### config.mk
export PLATFORM = sky130hd
export DESIGN_NAME = irs_front
export DESIGN_NICKNAME = d
export VERILOG_FILES = /design/src/rtl/irs_pkg.sv /design/src/rtl/irs_front.sv
export SDC_FILE = /design/constraint.sdc
export NUM_CORES = 1
export LEC_CHECK = 0
export BUFFER_PORTS_ARGS = -buffer_cell sky130_fd_sc_hd__buf_2
export CORE_ASPECT_RATIO = 1.75
export CORE_MARGIN = 4
export CORE_UTILIZATION = 54
export DETAILED_ROUTE_END_ITERATION = 8
export HOLD_SLACK_MARGIN = 0.06
export PLACE_DENSITY_LB_ADDON = 0.15
export SYNTH_ARGS = -nofsm -noshare
export SYNTH_HDL_FRONTEND = slang
export SYNTH_SLANG_ARGS = --single-unit
### constraint.sdc
create_clock -name clk -period 10.75 [get_ports clk]
set_input_delay 2.15 -clock clk [delete_from_list [all_inputs] [get_ports clk]]
set_output_delay 2.15 -clock clk [all_outputs]
set_load 0.1 [all_outputs]
### src/rtl/irs_pkg.sv
`timescale 1ns / 1ps
// Shared constants and types of the image remap sampler.
// No dependencies.
package irs_pkg;
	localparam int MAX_WIDTH_D  = 256;
	localparam int MAX_HEIGHT_D = 256;
	localparam int FRAC_BITS_D  = 8;
	localparam int COORD_W      = 20;
	localparam int IDX_W        = 16;
	localparam int DIM_W        = 9;
	localparam int PIX_W        = 24;
	localparam int ADDR_W       = 3;
	localparam logic [2:0] REG_WIDTH  = 3'd0;
	localparam logic [2:0] REG_HEIGHT = 3'd1;
	localparam logic [2:0] REG_INTERP = 3'd2;
	localparam logic [2:0] REG_EDGE   = 3'd3;
	localparam logic [2:0] REG_FILL   = 3'd4;
	localparam logic KIND_LOAD  = 1'b0;
	localparam logic KIND_REMAP = 1'b1;

	typedef struct packed {
		logic              kind;
		logic [IDX_W-1:0]  load_index;
		logic [7:0]        load_blue;
		logic [7:0]        load_green;
		logic [7:0]        load_red;
		logic signed [COORD_W-1:0] x_coord;
		logic signed [COORD_W-1:0] y_coord;
	} in_item_t;

	typedef struct packed {
		logic [7:0] out_blue;
		logic [7:0] out_green;
		logic [7:0] out_red;
	} out_item_t;
endpackage

### src/rtl/irs_front.sv
`timescale 1ns / 1ps
// Front end: accepts beats, splits coordinates, computes four taps, passes loads on in order.
// Depends on irs_pkg.
module irs_front #(
	parameter int MAX_WIDTH  = irs_pkg::MAX_WIDTH_D,
	parameter int MAX_HEIGHT = irs_pkg::MAX_HEIGHT_D,
	parameter int FRAC_BITS  = irs_pkg::FRAC_BITS_D,
	localparam int CW = $clog2(MAX_WIDTH),
	localparam int RW = $clog2(MAX_HEIGHT),
	localparam int AW = $clog2(MAX_WIDTH * MAX_HEIGHT)
) (
	input  logic                     clk,
	input  logic                     arst_n,
	input  logic                     in_valid,
	output logic                     in_ready,
	input  irs_pkg::in_item_t        in_data,
	input  logic [irs_pkg::DIM_W-1:0] image_width,
	input  logic [irs_pkg::DIM_W-1:0] image_height,
	input  logic                     interp_mode,
	input  logic                     edge_mode,
	output logic                     q_valid,
	input  logic                     q_ready,
	output logic                     q_load,
	output logic [irs_pkg::PIX_W-1:0] q_wdata,
	output logic [4*AW-1:0]          q_addr,
	output logic [3:0]               q_fill,
	output logic [2*FRAC_BITS-1:0]   q_frac
);
	localparam int CWID = irs_pkg::COORD_W;
	localparam int IW = CWID - FRAC_BITS + 2;
	localparam int DEPTH = MAX_WIDTH * MAX_HEIGHT;

	logic signed [IW-1:0] xi_s1, yi_s1;
	logic [FRAC_BITS-1:0] fx_s1, fy_s1;
	logic v_s1;
	logic ld_s1;
	logic [AW-1:0] wa_s1;
	logic [irs_pkg::PIX_W-1:0] wd_s1;
	logic [13:0] w_ext, h_ext;
	logic signed [IW-1:0] w_s, h_s;
	logic adv1;

	function automatic logic signed [IW-1:0] split(input logic signed [CWID-1:0] v,
		input logic nearest);
		logic signed [CWID:0] t;
		logic signed [IW-1:0] i;
		begin
			if (nearest) begin
				t = $signed({v[CWID-1], v}) + $signed((CWID+1)'(1 << (FRAC_BITS - 1)));
				if (t[CWID])
					i = IW'(-((-t) >>> FRAC_BITS));
				else
					i = IW'(t >>> FRAC_BITS);
			end else begin
				i = IW'(v >>> FRAC_BITS);
			end
			split = i;
		end
	endfunction

	always_comb begin
		w_ext = (image_width == '0) ? 14'd1 :
			((32'(image_width) > MAX_WIDTH) ? 14'(MAX_WIDTH) : 14'(image_width));
		h_ext = (image_height == '0) ? 14'd1 :
			((32'(image_height) > MAX_HEIGHT) ? 14'(MAX_HEIGHT) : 14'(image_height));
		w_s = $signed(IW'(w_ext));
		h_s = $signed(IW'(h_ext));
	end

	assign adv1 = !v_s1 || q_ready;
	assign in_ready = adv1;

	always_ff @(posedge clk or negedge arst_n) begin
		if (!arst_n) begin
			v_s1 <= 1'b0;
		end else if (adv1) begin
			v_s1 <= in_valid && (in_data.kind == irs_pkg::KIND_REMAP ||
				32'(in_data.load_index) < DEPTH);
		end
	end

	always_ff @(posedge clk) begin
		if (adv1) begin
			ld_s1 <= in_data.kind == irs_pkg::KIND_LOAD;
			wa_s1 <= AW'(in_data.load_index);
			wd_s1 <= {in_data.load_blue, in_data.load_green, in_data.load_red};
			xi_s1 <= split(in_data.x_coord, !interp_mode);
			yi_s1 <= split(in_data.y_coord, !interp_mode);
			fx_s1 <= interp_mode ? in_data.x_coord[FRAC_BITS-1:0] : '0;
			fy_s1 <= interp_mode ? in_data.y_coord[FRAC_BITS-1:0] : '0;
		end
	end

	always_comb begin
		logic signed [IW-1:0] c, r;
		logic out_c, out_r;
		logic [CW-1:0] cc;
		logic [RW-1:0] rr;
		for (int k = 0; k < 4; k++) begin
			c = xi_s1 + IW'(k & 1);
			r = yi_s1 + IW'(k >> 1);
			out_c = c < 0 || c >= w_s;
			out_r = r < 0 || r >= h_s;
			q_fill[k] = (out_c || out_r) && !edge_mode;
			cc = (c < 0) ? '0 : ((c >= w_s) ? CW'(w_s - 1) : CW'(c));
			rr = (r < 0) ? '0 : ((r >= h_s) ? RW'(h_s - 1) : RW'(r));
			q_addr[k*AW +: AW] = AW'(32'(rr) * 32'(w_ext) + 32'(cc));
		end
		if (ld_s1)
			q_addr[AW-1:0] = wa_s1;
	end

	assign q_valid = v_s1;
	assign q_load = ld_s1;
	assign q_wdata = wd_s1;
	assign q_frac = {fy_s1, fx_s1};
endmodule

==> results.yml, run 1 <==
run_status:
  status: "complete, but fails checks"
  failed_checks: "setup timing"
clock_tree:
  clkSinkCount: 86
  clockRootBuffer: "clkbuf_16"
  cts_buffers: 9
  clock_latency_ns: 0.37
  htreeDepth: 3
  cts_tree: "built"
  path_clk_slew_ns: 0.07
  cts_buffer_depth: 2
timing:
  setup_violations: 14
  setup_ws_ns: -0.156
  fin_crit_sh_pct: 101
  slew-limit-headroom_pct: 23.6
  timing_worst_slew_pin_value_ns: 1.15
  finalHoldViolations: 0
  drv_slew: 0
  rsz0062_at_grt: "true"
  fin_tns_setup_ns: -1.35
  fmax_ghz: 0.0917
  skew_ns: 0.0146
  fin_crit_ns: 10.91
setup_path:
  r2r-start: "q_valid$_DFFE_PN0P_"
  worstSetupPathType: "input port to output port"
  critPathSlowestCell: "fa_1"
  reg2reg_depth: 1
  reg2reg_to: "yi_s1[7]$_DFFE_PP_"
  worstSetupStartpointType: "input port"
  arrival_ns: 8.76
  worst_ep_required_time_ns: 8.60
  crit_end: "q_addr[46]"
  worstPathMaxFanout: 7
  crit_path_end_kind: "output port"
  crit_start: "image_height[4]"
  max_stage_delay_ns: 0.54
  ff2ff_setup_slack_ns: 9.06
logic_synthesis:
  synth_cells: 1653
  synth_top_cell_by_area: "edfxtp_1"
  synthTopCellsByArea: "edfxtp_1, ha_1, fa_1"
  async_reset_ff_share_pct: 1.16
  yosysSeqAreaShare_pct: 18.6
  postSynthAreaPerCell_sq_um: 8.40
  synth_edf_count: 85
  yosysMostFrequentCell: "nor2_1"
  yosysUniqueCellTypes: 90
  synthTopCellsByCount: "nor2_1, inv_1, ha_1"
  syn_nets: 1993
  synthFlopType: "edfxtp_1"
  syn_area_sq_mm: 0.0139
  synth_top_area_share_pct: 18.4
  ys_warn_count: 0
  ys_ff_latch: 86
min_path:
  hold_path.class: "flop to flop"
die:
  die_y_microns: 220
  fp.coreArea_sq_mm: 0.0253
  rows: 77
  dieArea_sq_mm: 0.0284
  initial_core_util_pct: 54.8
  fp.dieW_microns: 129
  ioPinCount: 216
layout:
  nets: 2384
  final_util_pct: 76.1
  instances_no_fill: 2365
  layout-drive-gt1-share_pct: 33.8
  area_growth_pct: 39.0
  diodes: 0
pwr:
  vdd_drop_max_mv: 0.257
  powerDensity_mw_per_mm2: 221
  p_leak_nw: 8.69
global_route:
  grt_usage_pct: 29.4
  grt_pass1_wl_microns: 66800
  grt_max_degree: 88
  antenna_found_initial: 0
  grt_overflow: 0
  grt_pass1_vias: 14200
detailed_routing:
  routed_wl_microns: 42700
  wl_per_cell_microns: 18.1
  drtAntennaViolNets: 0
  vias_per_cell: 5.79
  drt_iter0_markers: 568
  drc: 0
  route.vias.total: 13700
  drtPass1Iterations: 5
placed_design:
  gp_routability_congestion: 0.927
  io_buffers: 215
  placedCellCount: 2322
  place_hpwl_microns: 34700
job:
  cap_violations: 0
## final cells by class
type                            count  area, sq um
Clock inverter                      7         70.1
Multi-Input combinational cell   1344        12000
Sequential cell                    86         2580
Tap cell                          316          395
Fill cell                        1829         6040
Inverter                          172          646
Timing Repair Buffer              431         3410
Clock buffer                        9          225
## layer usage
| metal | vias to the layer above | share of wire, % | track usage (%) | routed length (microns) |
|---|---|---|---|---|
| li1 | 6475 | - | - | - |
| met2 | 505 | 56 | 55.9 | 23800 |
| met1 | 6531 | 33 | 29.2 | 14100 |
| met5 | - | 0 | 0 | 0 |
| met4 | 0 | 6.6 | 19.3 | 2830 |
| met3 | 182 | 4.7 | 3.77 | 2010 |
## cells in the final DEF, fill, tap and decap left out, types with 13 or more instances in the layout
master	n
a211oi_1	20
a21o_1	18
a21oi_1	61
and2_1	29
and3_1	18
buf_12	44
buf_2	171
buf_4	201
buf_6	15
edfxtp_1	85
fa_1	80
ha_1	132
ha_4	14
inv_1	160
nand2_1	123
nand2_2	13
nand2b_1	23
nand3_1	49
nand4_1	16
nor2_1	150
nor2_2	20
nor2_4	17
nor2b_1	15
nor3_1	40
o21a_1	16
o21ai_0	46
o21bai_1	14
xnor2_1	91
xnor2_2	19
xnor2_4	14
xor2_1	39
## repair_timing
action	4_1_cts	5_1_grt
buffers inserted	9	18
resized for setup	84	67
pin swaps	39	39
hold buffers	0	0
endpoints found under the setup margin	33	35
## how the worst min path moves through the flow
stage	start	end	slack, ns	depth (start not counted)
6_report	q_valid$_DFFE_PN0P_	q_valid$_DFFE_PN0P_	1.33	2
5_1_grt	q_valid$_DFFE_PN0P_	q_valid$_DFFE_PN0P_	1.45	2
4_1_cts	q_valid$_DFFE_PN0P_	q_valid$_DFFE_PN0P_	1.34	2
3_5_place_dp	q_valid$_DFFE_PN0P_	q_valid$_DFFE_PN0P_	1.32	2
3_3_place_gp	q_valid$_DFFE_PN0P_	q_valid$_DFFE_PN0P_	1.27	2
2_1_floorplan	arst_n	q_valid$_DFFE_PN0P_	1.85	0
## flip-flops by register name (all words and copies together) (netlist names)
name	flops
q_valid	1
fx_s1	8
fy_s1	8
q_wdata	24
yi_s1	14
wa_s1	16
xi_s1	14
q_load	1
## through the flow
stage	hold WS, ns	area, sq um	power, mW	setup WS (ns)
after floorplan	1.85	14700	2.58	-0.216
after global placement	1.27	18100	3.64	-0.321
after detailed placement	1.32	18100	3.69	-0.407
after CTS	1.34	18800	4.09	-0.139
after global routing	1.45	19300	4.47	-0.505
final	1.33	19300	4.27	-0.156
## worst max-delay path: cells and delay by family
kind | cells | cell delay (ns)
buf+inv | 9 | 0.96
xor+xnor | 2 | 0.33
fa+ha+maj | 6 | 2.42
compound gates | 7 | 1.13
simple gates | 9 | 1.51
mux | 1 | 0.25
## power breakdown
group	leakage [nW]	switching, mW	internal, mW
combinational	7.67	2.18	1.35
sequential	0.874	0.0216	0.401
clock	0.144	0.153	0.164
total	8.69	2.35	1.92
## kinds of logic after synthesis
family,after synthesis,share of synthesized area (%)
adders and majority gates,235,25.8
and+or+nand+nor,619,22.3
DFF,86,18.6
xor gates and xnor gates,176,11.4
buffers and inverters,223,6.24
AOI/OAI and AO/OA,285,13.5
muxes,29,2.22
Power figures use the tool's default switching activity.
==> inputs of run 2 (changes only) <==
--- a/config.mk
+++ b/config.mk
@@ -5,7 +5,7 @@
 export SDC_FILE = /design/constraint.sdc
 export NUM_CORES = 1
 export LEC_CHECK = 0
-export BUFFER_PORTS_ARGS = -buffer_cell sky130_fd_sc_hd__buf_2
+export BUFFER_PORTS_ARGS = -buffer_cell sky130_fd_sc_hd__clkbuf_2
 export CORE_ASPECT_RATIO = 1.75
 export CORE_MARGIN = 4
 export CORE_UTILIZATION = 54
==> run 2 against run 1 <==
  * The flow still finishes with violations (setup timing)
  * Sequential cell count unchanged
  * Final cell count decreased by 0.34%
  * Power increased by 2.0%
  * Critical endpoint is now q_addr[15]
  * Worst hold slack improved by 0.011 ns
  * Setup slack worse by 0.15 ns
  * Die area did not move
  * Sequential power is essentially flat
  * Utilization rose by 1.7 points
  * Fmax decreased by 1.4%
  * Global-route usage down 0.55 points
  * Critical path depth decreased by 1
  * Combinational power is 3% higher
==> results.yml, run 2 (same netlist as run 1, synthesis figures left out) <==
timing:
  drv_slew: 0
  finalHoldViolations: 0
  fin_crit_ns: 11.06
  fin_crit_sh_pct: 103
  skew_ns: 0.0112
  rsz0062_at_grt: "true"
  timing_worst_slew_pin_value_ns: 1.17
  fmax_ghz: 0.0904
  setup_violations: 21
  setup_ws_ns: -0.310
  hold_ws_ns: 1.34
  slew-limit-headroom_pct: 21.6
layout:
  final_common_cell: "buf_4"
  final_util_pct: 77.9
  diodes: 0
  nFillCells: 1695
  final_area_sq_mm: 0.0197
  layout_common_cells: "buf_4, clkbuf_2, inv_1, nor2_1, ha_1"
  nets: 2376
  layout-drive-gt1-share_pct: 35.9
  area_growth_pct: 42.1
  largest_reg_flops: 24
setup_path:
  arrival_ns: 8.91
  worstSetupPathType: "input port to output port"
  worstSetupStartpointType: "input port"
  worst_ep_required_time_ns: 8.60
  max_stage_delay_ns: 0.50
  worstPathMaxFanout: 8
  cp_common_cell: "fa_1"
  crit_path_end_kind: "output port"
  critPathSlowestCell: "fa_1"
pwr:
  power_frac_clock_pct: 7.3
  p_sw_mw: 2.40
  total_power_mw: 4.36
  vdd_drop_max_mv: 0.256
  power_frac_comb_pct: 83.0
  p_int_mw: 1.96
  seqPwrFrac_pct: 9.7
  p_leak_nw: 8.84
  switching_share_pct: 55.0
  powerDensity_mw_per_mm2: 221
detailed_routing:
  drtAntennaViolNets: 0
  routed_wl_microns: 43200
  route.vias.total: 13700
  wl_per_cell_microns: 18.3
  drt_iter0_markers: 632
  drc: 0
  vias_per_cell: 5.83
  drtPass1Iterations: 5
clock_tree:
  holdBufCountCts: 0
  clockRootBuffer: "clkbuf_16"
  cts_tree: "built"
  htreeDepth: 3
  clock_latency_ns: 0.37
  path_clk_slew_ns: 0.07
  cts_buffer_depth: 2
  cts_buffers: 9
  clkSinkCount: 86
global_route:
  antenna_found_initial: 0
  grt_usage_pct: 28.9
  grt_overflow: 0
  grt_max_degree: 88
  grt_pass1_wl_microns: 65900
  grt_pass1_vias: 14200
placed_design:
  placed_area_sq_mm: 0.0180
  io_buffers: 215
  dp_slack_ns: -0.447
  gp_routability_congestion: 0.939
  place_hpwl_microns: 34000
die:
  die_y_microns: 220
  fp.coreArea_sq_mm: 0.0253
  ioPinCount: 216
  rows: 77
  dieArea_sq_mm: 0.0284
  fp.dieW_microns: 129
  initial_core_util_pct: 54.8
run_status:
  status: "complete, but fails checks"
  failed_checks: "setup timing"
min_path:
  hold_path.class: "flop to flop"
job:
  cap_violations: 0
run 2: metrics by stage:
stage               cells  TNS (ns)
finish               2357     -3.19
global route         2357    -10.67
CTS                  2336     -1.38
detailed placement   2311     -7.40
global placement     2311     -4.11
floorplan            1653     -1.36
run 2: area by class of cell:
class / instances / area, sq um / area share [%]
clock buffer: 9 / 225 / 1.14
clock inverter: 7 / 72.6 / 0.368
inverter: 172 / 646 / 3.27
multi-input combinational: 1344 / 12400 / 62.6
sequential: 86 / 2580 / 13.1
tap: 316 / 395 / 2.00
timing repair buffer: 423 / 3460 / 17.5
run 2: critical path, delay by kind of cell:
kind | cells | cell delay (ns)
XOR/XNOR | 2 | 0.51
AND/OR/NAND/NOR | 6 | 1.26
buffers and inverters | 8 | 0.99
AO/OA/AOI/OAI | 11 | 1.79
adder cells (fa/ha/maj) | 6 | 2.20
run 2: final timing paths:
path,from,end,slack [ns],depth (start not counted)
max,image_height[4],q_addr[15],-0.31,33
min reg2reg,q_valid$_DFFE_PN0P_,q_valid$_DFFE_PN0P_,1.34,2
min in group asynchronous,arst_n,q_valid$_DFFE_PN0P_,1.54,1
max in group asynchronous,arst_n,q_valid$_DFFE_PN0P_,9.12,1
max reg2reg,q_valid$_DFFE_PN0P_,yi_s1[1]$_DFFE_PP_,9.07,1
min,q_valid$_DFFE_PN0P_,q_valid$_DFFE_PN0P_,1.34,2
run 2: metal layers:
layer	GRT usage [%]	routed length, microns
met2	55.7	24200
met1	29.1	14600
met4	16.2	2290
met5	0	0
met3	3.62	2090
run 2: power groups by stage:
stage / combinational (mW) / sequential (mW) / clock [mW]
final: 3.62 / 0.424 / 0.316
after CTS: 3.34 / 0.423 / 0.321
after floorplan: 2.07 / 0.511 / 0
after global routing: 3.79 / 0.426 / 0.335
after global placement: 3.21 / 0.429 / 0
after detailed placement: 3.24 / 0.430 / 0
run 2: repair_timing:
action	in CTS	in global routing
resized for setup	72	170
endpoints found under the setup margin	31	33
pin swaps	41	84
cloned	0	0
setup buffers	9	21
==> inputs of run 3 (changes only) <==
--- a/config.mk
+++ b/config.mk
@@ -6,9 +6,11 @@
 export NUM_CORES = 1
 export LEC_CHECK = 0
 export BUFFER_PORTS_ARGS = -buffer_cell sky130_fd_sc_hd__clkbuf_2
+export CELL_PAD_IN_SITES_DETAIL_PLACEMENT = 0
+export CELL_PAD_IN_SITES_GLOBAL_PLACEMENT = 2
 export CORE_ASPECT_RATIO = 1.75
 export CORE_MARGIN = 4
-export CORE_UTILIZATION = 54
+export CORE_UTILIZATION = 32
 export DETAILED_ROUTE_END_ITERATION = 8
 export HOLD_SLACK_MARGIN = 0.06
 export PLACE_DENSITY_LB_ADDON = 0.15
==> run 3 against run 2 <==
  * The flow still finishes with violations (setup timing)
  * Critical path depth up 2
  * Clock power about the same
  * Global-route usage is 8.9 points lower
  * Sequential power about the same
  * Critical endpoint unchanged
  * Largest cell class unchanged
==> results.yml, run 3 (same netlist as run 1, synthesis figures left out) <==
pwr:
  p_int_mw: 2.00
  power_frac_clock_pct: 7.3
  total_power_mw: 4.39
  p_sw_mw: 2.38
  switching_share_pct: 54.3
  seqPwrFrac_pct: 9.7
  power_frac_comb_pct: 83.0
  p_leak_nw: 8.97
  vdd_drop_max_mv: 0.207
  powerDensity_mw_per_mm2: 217
layout:
  area_growth_pct: 45.4
  final_util_pct: 47.2
  diodes: 0
  final_common_cell: "buf_4"
  layout_common_cells: "buf_4, clkbuf_2, nor2_1, inv_1, nand2_1"
  nets: 2406
  largest_reg_flops: 24
  layout-drive-gt1-share_pct: 36.0
timing:
  timing_worst_slew_pin_value_ns: 1.14
  fin_crit_ns: 11.05
  slew-limit-headroom_pct: 23.7
  fin_crit_sh_pct: 103
  finalHoldViolations: 0
  setup_ws_ns: -0.295
  fmax_ghz: 0.0905
  drv_slew: 0
  setup_violations: 19
  rsz0062_at_grt: "true"
  skew_ns: 0.0130
job:
  cap_violations: 0
global_route:
  grt_max_degree: 87
  grt_pass1_vias: 14000
  grt_overflow: 0
  grt_usage_pct: 19.9
  grt_pass1_wl_microns: 73500
  antenna_found_initial: 0
setup_path:
  crit_path_end_kind: "output port"
  cp_common_cell: "nor2_4"
  arrival_ns: 8.90
  worstSetupStartpointType: "input port"
  worstSetupPathType: "input port to output port"
  max_stage_delay_ns: 0.56
  critPathSlowestCell: "fa_1"
  cp_num_buf_inv: 8
  crit_family: "adder cells"
  worstPathMaxFanout: 7
  worst_ep_required_time_ns: 8.60
die:
  ioPinCount: 216
  fp.coreArea_sq_mm: 0.0428
  die_y_microns: 284
  initial_core_util_pct: 32.5
  dieArea_sq_mm: 0.0469
  fp.dieW_microns: 165
  rows: 100
placed_design:
  gp_routability_congestion: 0.858
  place_hpwl_microns: 39600
  io_buffers: 215
detailed_routing:
  drtPass1Iterations: 5
  drt_iter0_markers: 334
  drc: 0
  vias_per_cell: 5.03
  routed_wl_microns: 46700
  wl_per_cell_microns: 17.7
  drtAntennaViolNets: 0
  route.vias.total: 13200
run_status:
  status: "complete, but fails checks"
  failed_checks: "setup timing"
clock_tree:
  cts_tree: "built"
  htreeDepth: 3
  cts_buffers: 9
  cts_buffer_depth: 2
  clockRootBuffer: "clkbuf_16"
  holdBufCountCts: 0
  clock_latency_ns: 0.37
  clkSinkCount: 86
  path_clk_slew_ns: 0.08
min_path:
  hold_path.class: "flop to flop"
## run 3: cell types whose count changed in the layout (fill, tap and decap cells not counted), moves of 5 or more
cell,previous run,this run
buf_4,176,210
inv_1,147,152
inv_2,22,17
nor2_1,144,153
nor2_2,19,11
xnor2_2,23,17
xnor2_4,15,20
## run 3: timing repair
| action | CTS | global route |
|---|---|---|
| pin swaps | 44 | 64 |
| hold endpoints to repair | 0 | 0 |
| setup endpoints to repair | 29 | 35 |
| buffers inserted | 14 | 25 |
| resized for setup | 75 | 151 |
| gates cloned | 0 | 0 |
## run 3: per-stage QoR
stage / instance area, sq um / hold WS (ns) / TNS, ns / worst slack (ns) / std cells
after floorplan: 14700 / 1.85 / -1.36 / -0.216 / 1653
after global placement: 18500 / 1.12 / -6.05 / -0.410 / 2580
after detailed placement: 18500 / 1.15 / -7.31 / -0.456 / 2580
after CTS: 19300 / 1.17 / -1.52 / -0.213 / 2610
after global routing: 20200 / 1.27 / -10.12 / -0.625 / 2632
final: 20200 / 1.11 / -1.99 / -0.295 / 2632
## run 3: layer usage
| metal | global-route usage, % | vias up | share of wire (%) |
|---|---|---|---|
| li1 | - | 6526 | - |
| met1 | 19.7 | 6381 | 35 |
| met2 | 40.6 | 251 | 59 |
| met3 | 2.34 | 80 | 2.7 |
| met4 | 7.29 | 0 | 3.6 |
| met5 | 0 | - | 0 |
## run 3: power groups by stage
stage,Sequential (mW),Clock [mW],Combinational (mW)
floorplan,0.511,0,2.07
global placement,0.432,0,3.29
detailed placement,0.432,0,3.31
CTS,0.425,0.334,3.41
global route,0.429,0.347,3.85
finish,0.425,0.319,3.64
## run 3: worst register-to-register path, cell delays in order, from the launching register on
cell	delay (ns)
dfrtp_1	0.41
nand2b_4	0.08
buf_4	0.81
## run 3: cell type report
cell class | instances | area (sq um)
repair buffers | 453 | 3680
well taps | 561 | 702
clock buffers | 9 | 225
flip-flops and latches | 86 | 2580
fillers | 4259 | 22600
inverters | 172 | 646
clock inverters | 7 | 75.1
multi-input cells | 1344 | 12300
## run 3: worst paths after layout
check	cells after the start	slack, ns	from	to
min in group asynchronous	1	1.54	arst_n	q_valid$_DFFE_PN0P_
worst max-delay path	35	-0.30	image_height[3]	q_addr[15]
worst min-delay path	3	1.11	q_valid$_DFFE_PN0P_	q_valid$_DFFE_PN0P_
worst min register to register	3	1.11	q_valid$_DFFE_PN0P_	q_valid$_DFFE_PN0P_
max in group asynchronous	1	9.13	arst_n	q_valid$_DFFE_PN0P_
worst max register to register	2	9.00	q_valid$_DFFE_PN0P_	yi_s1[0]$_DFFE_PP_
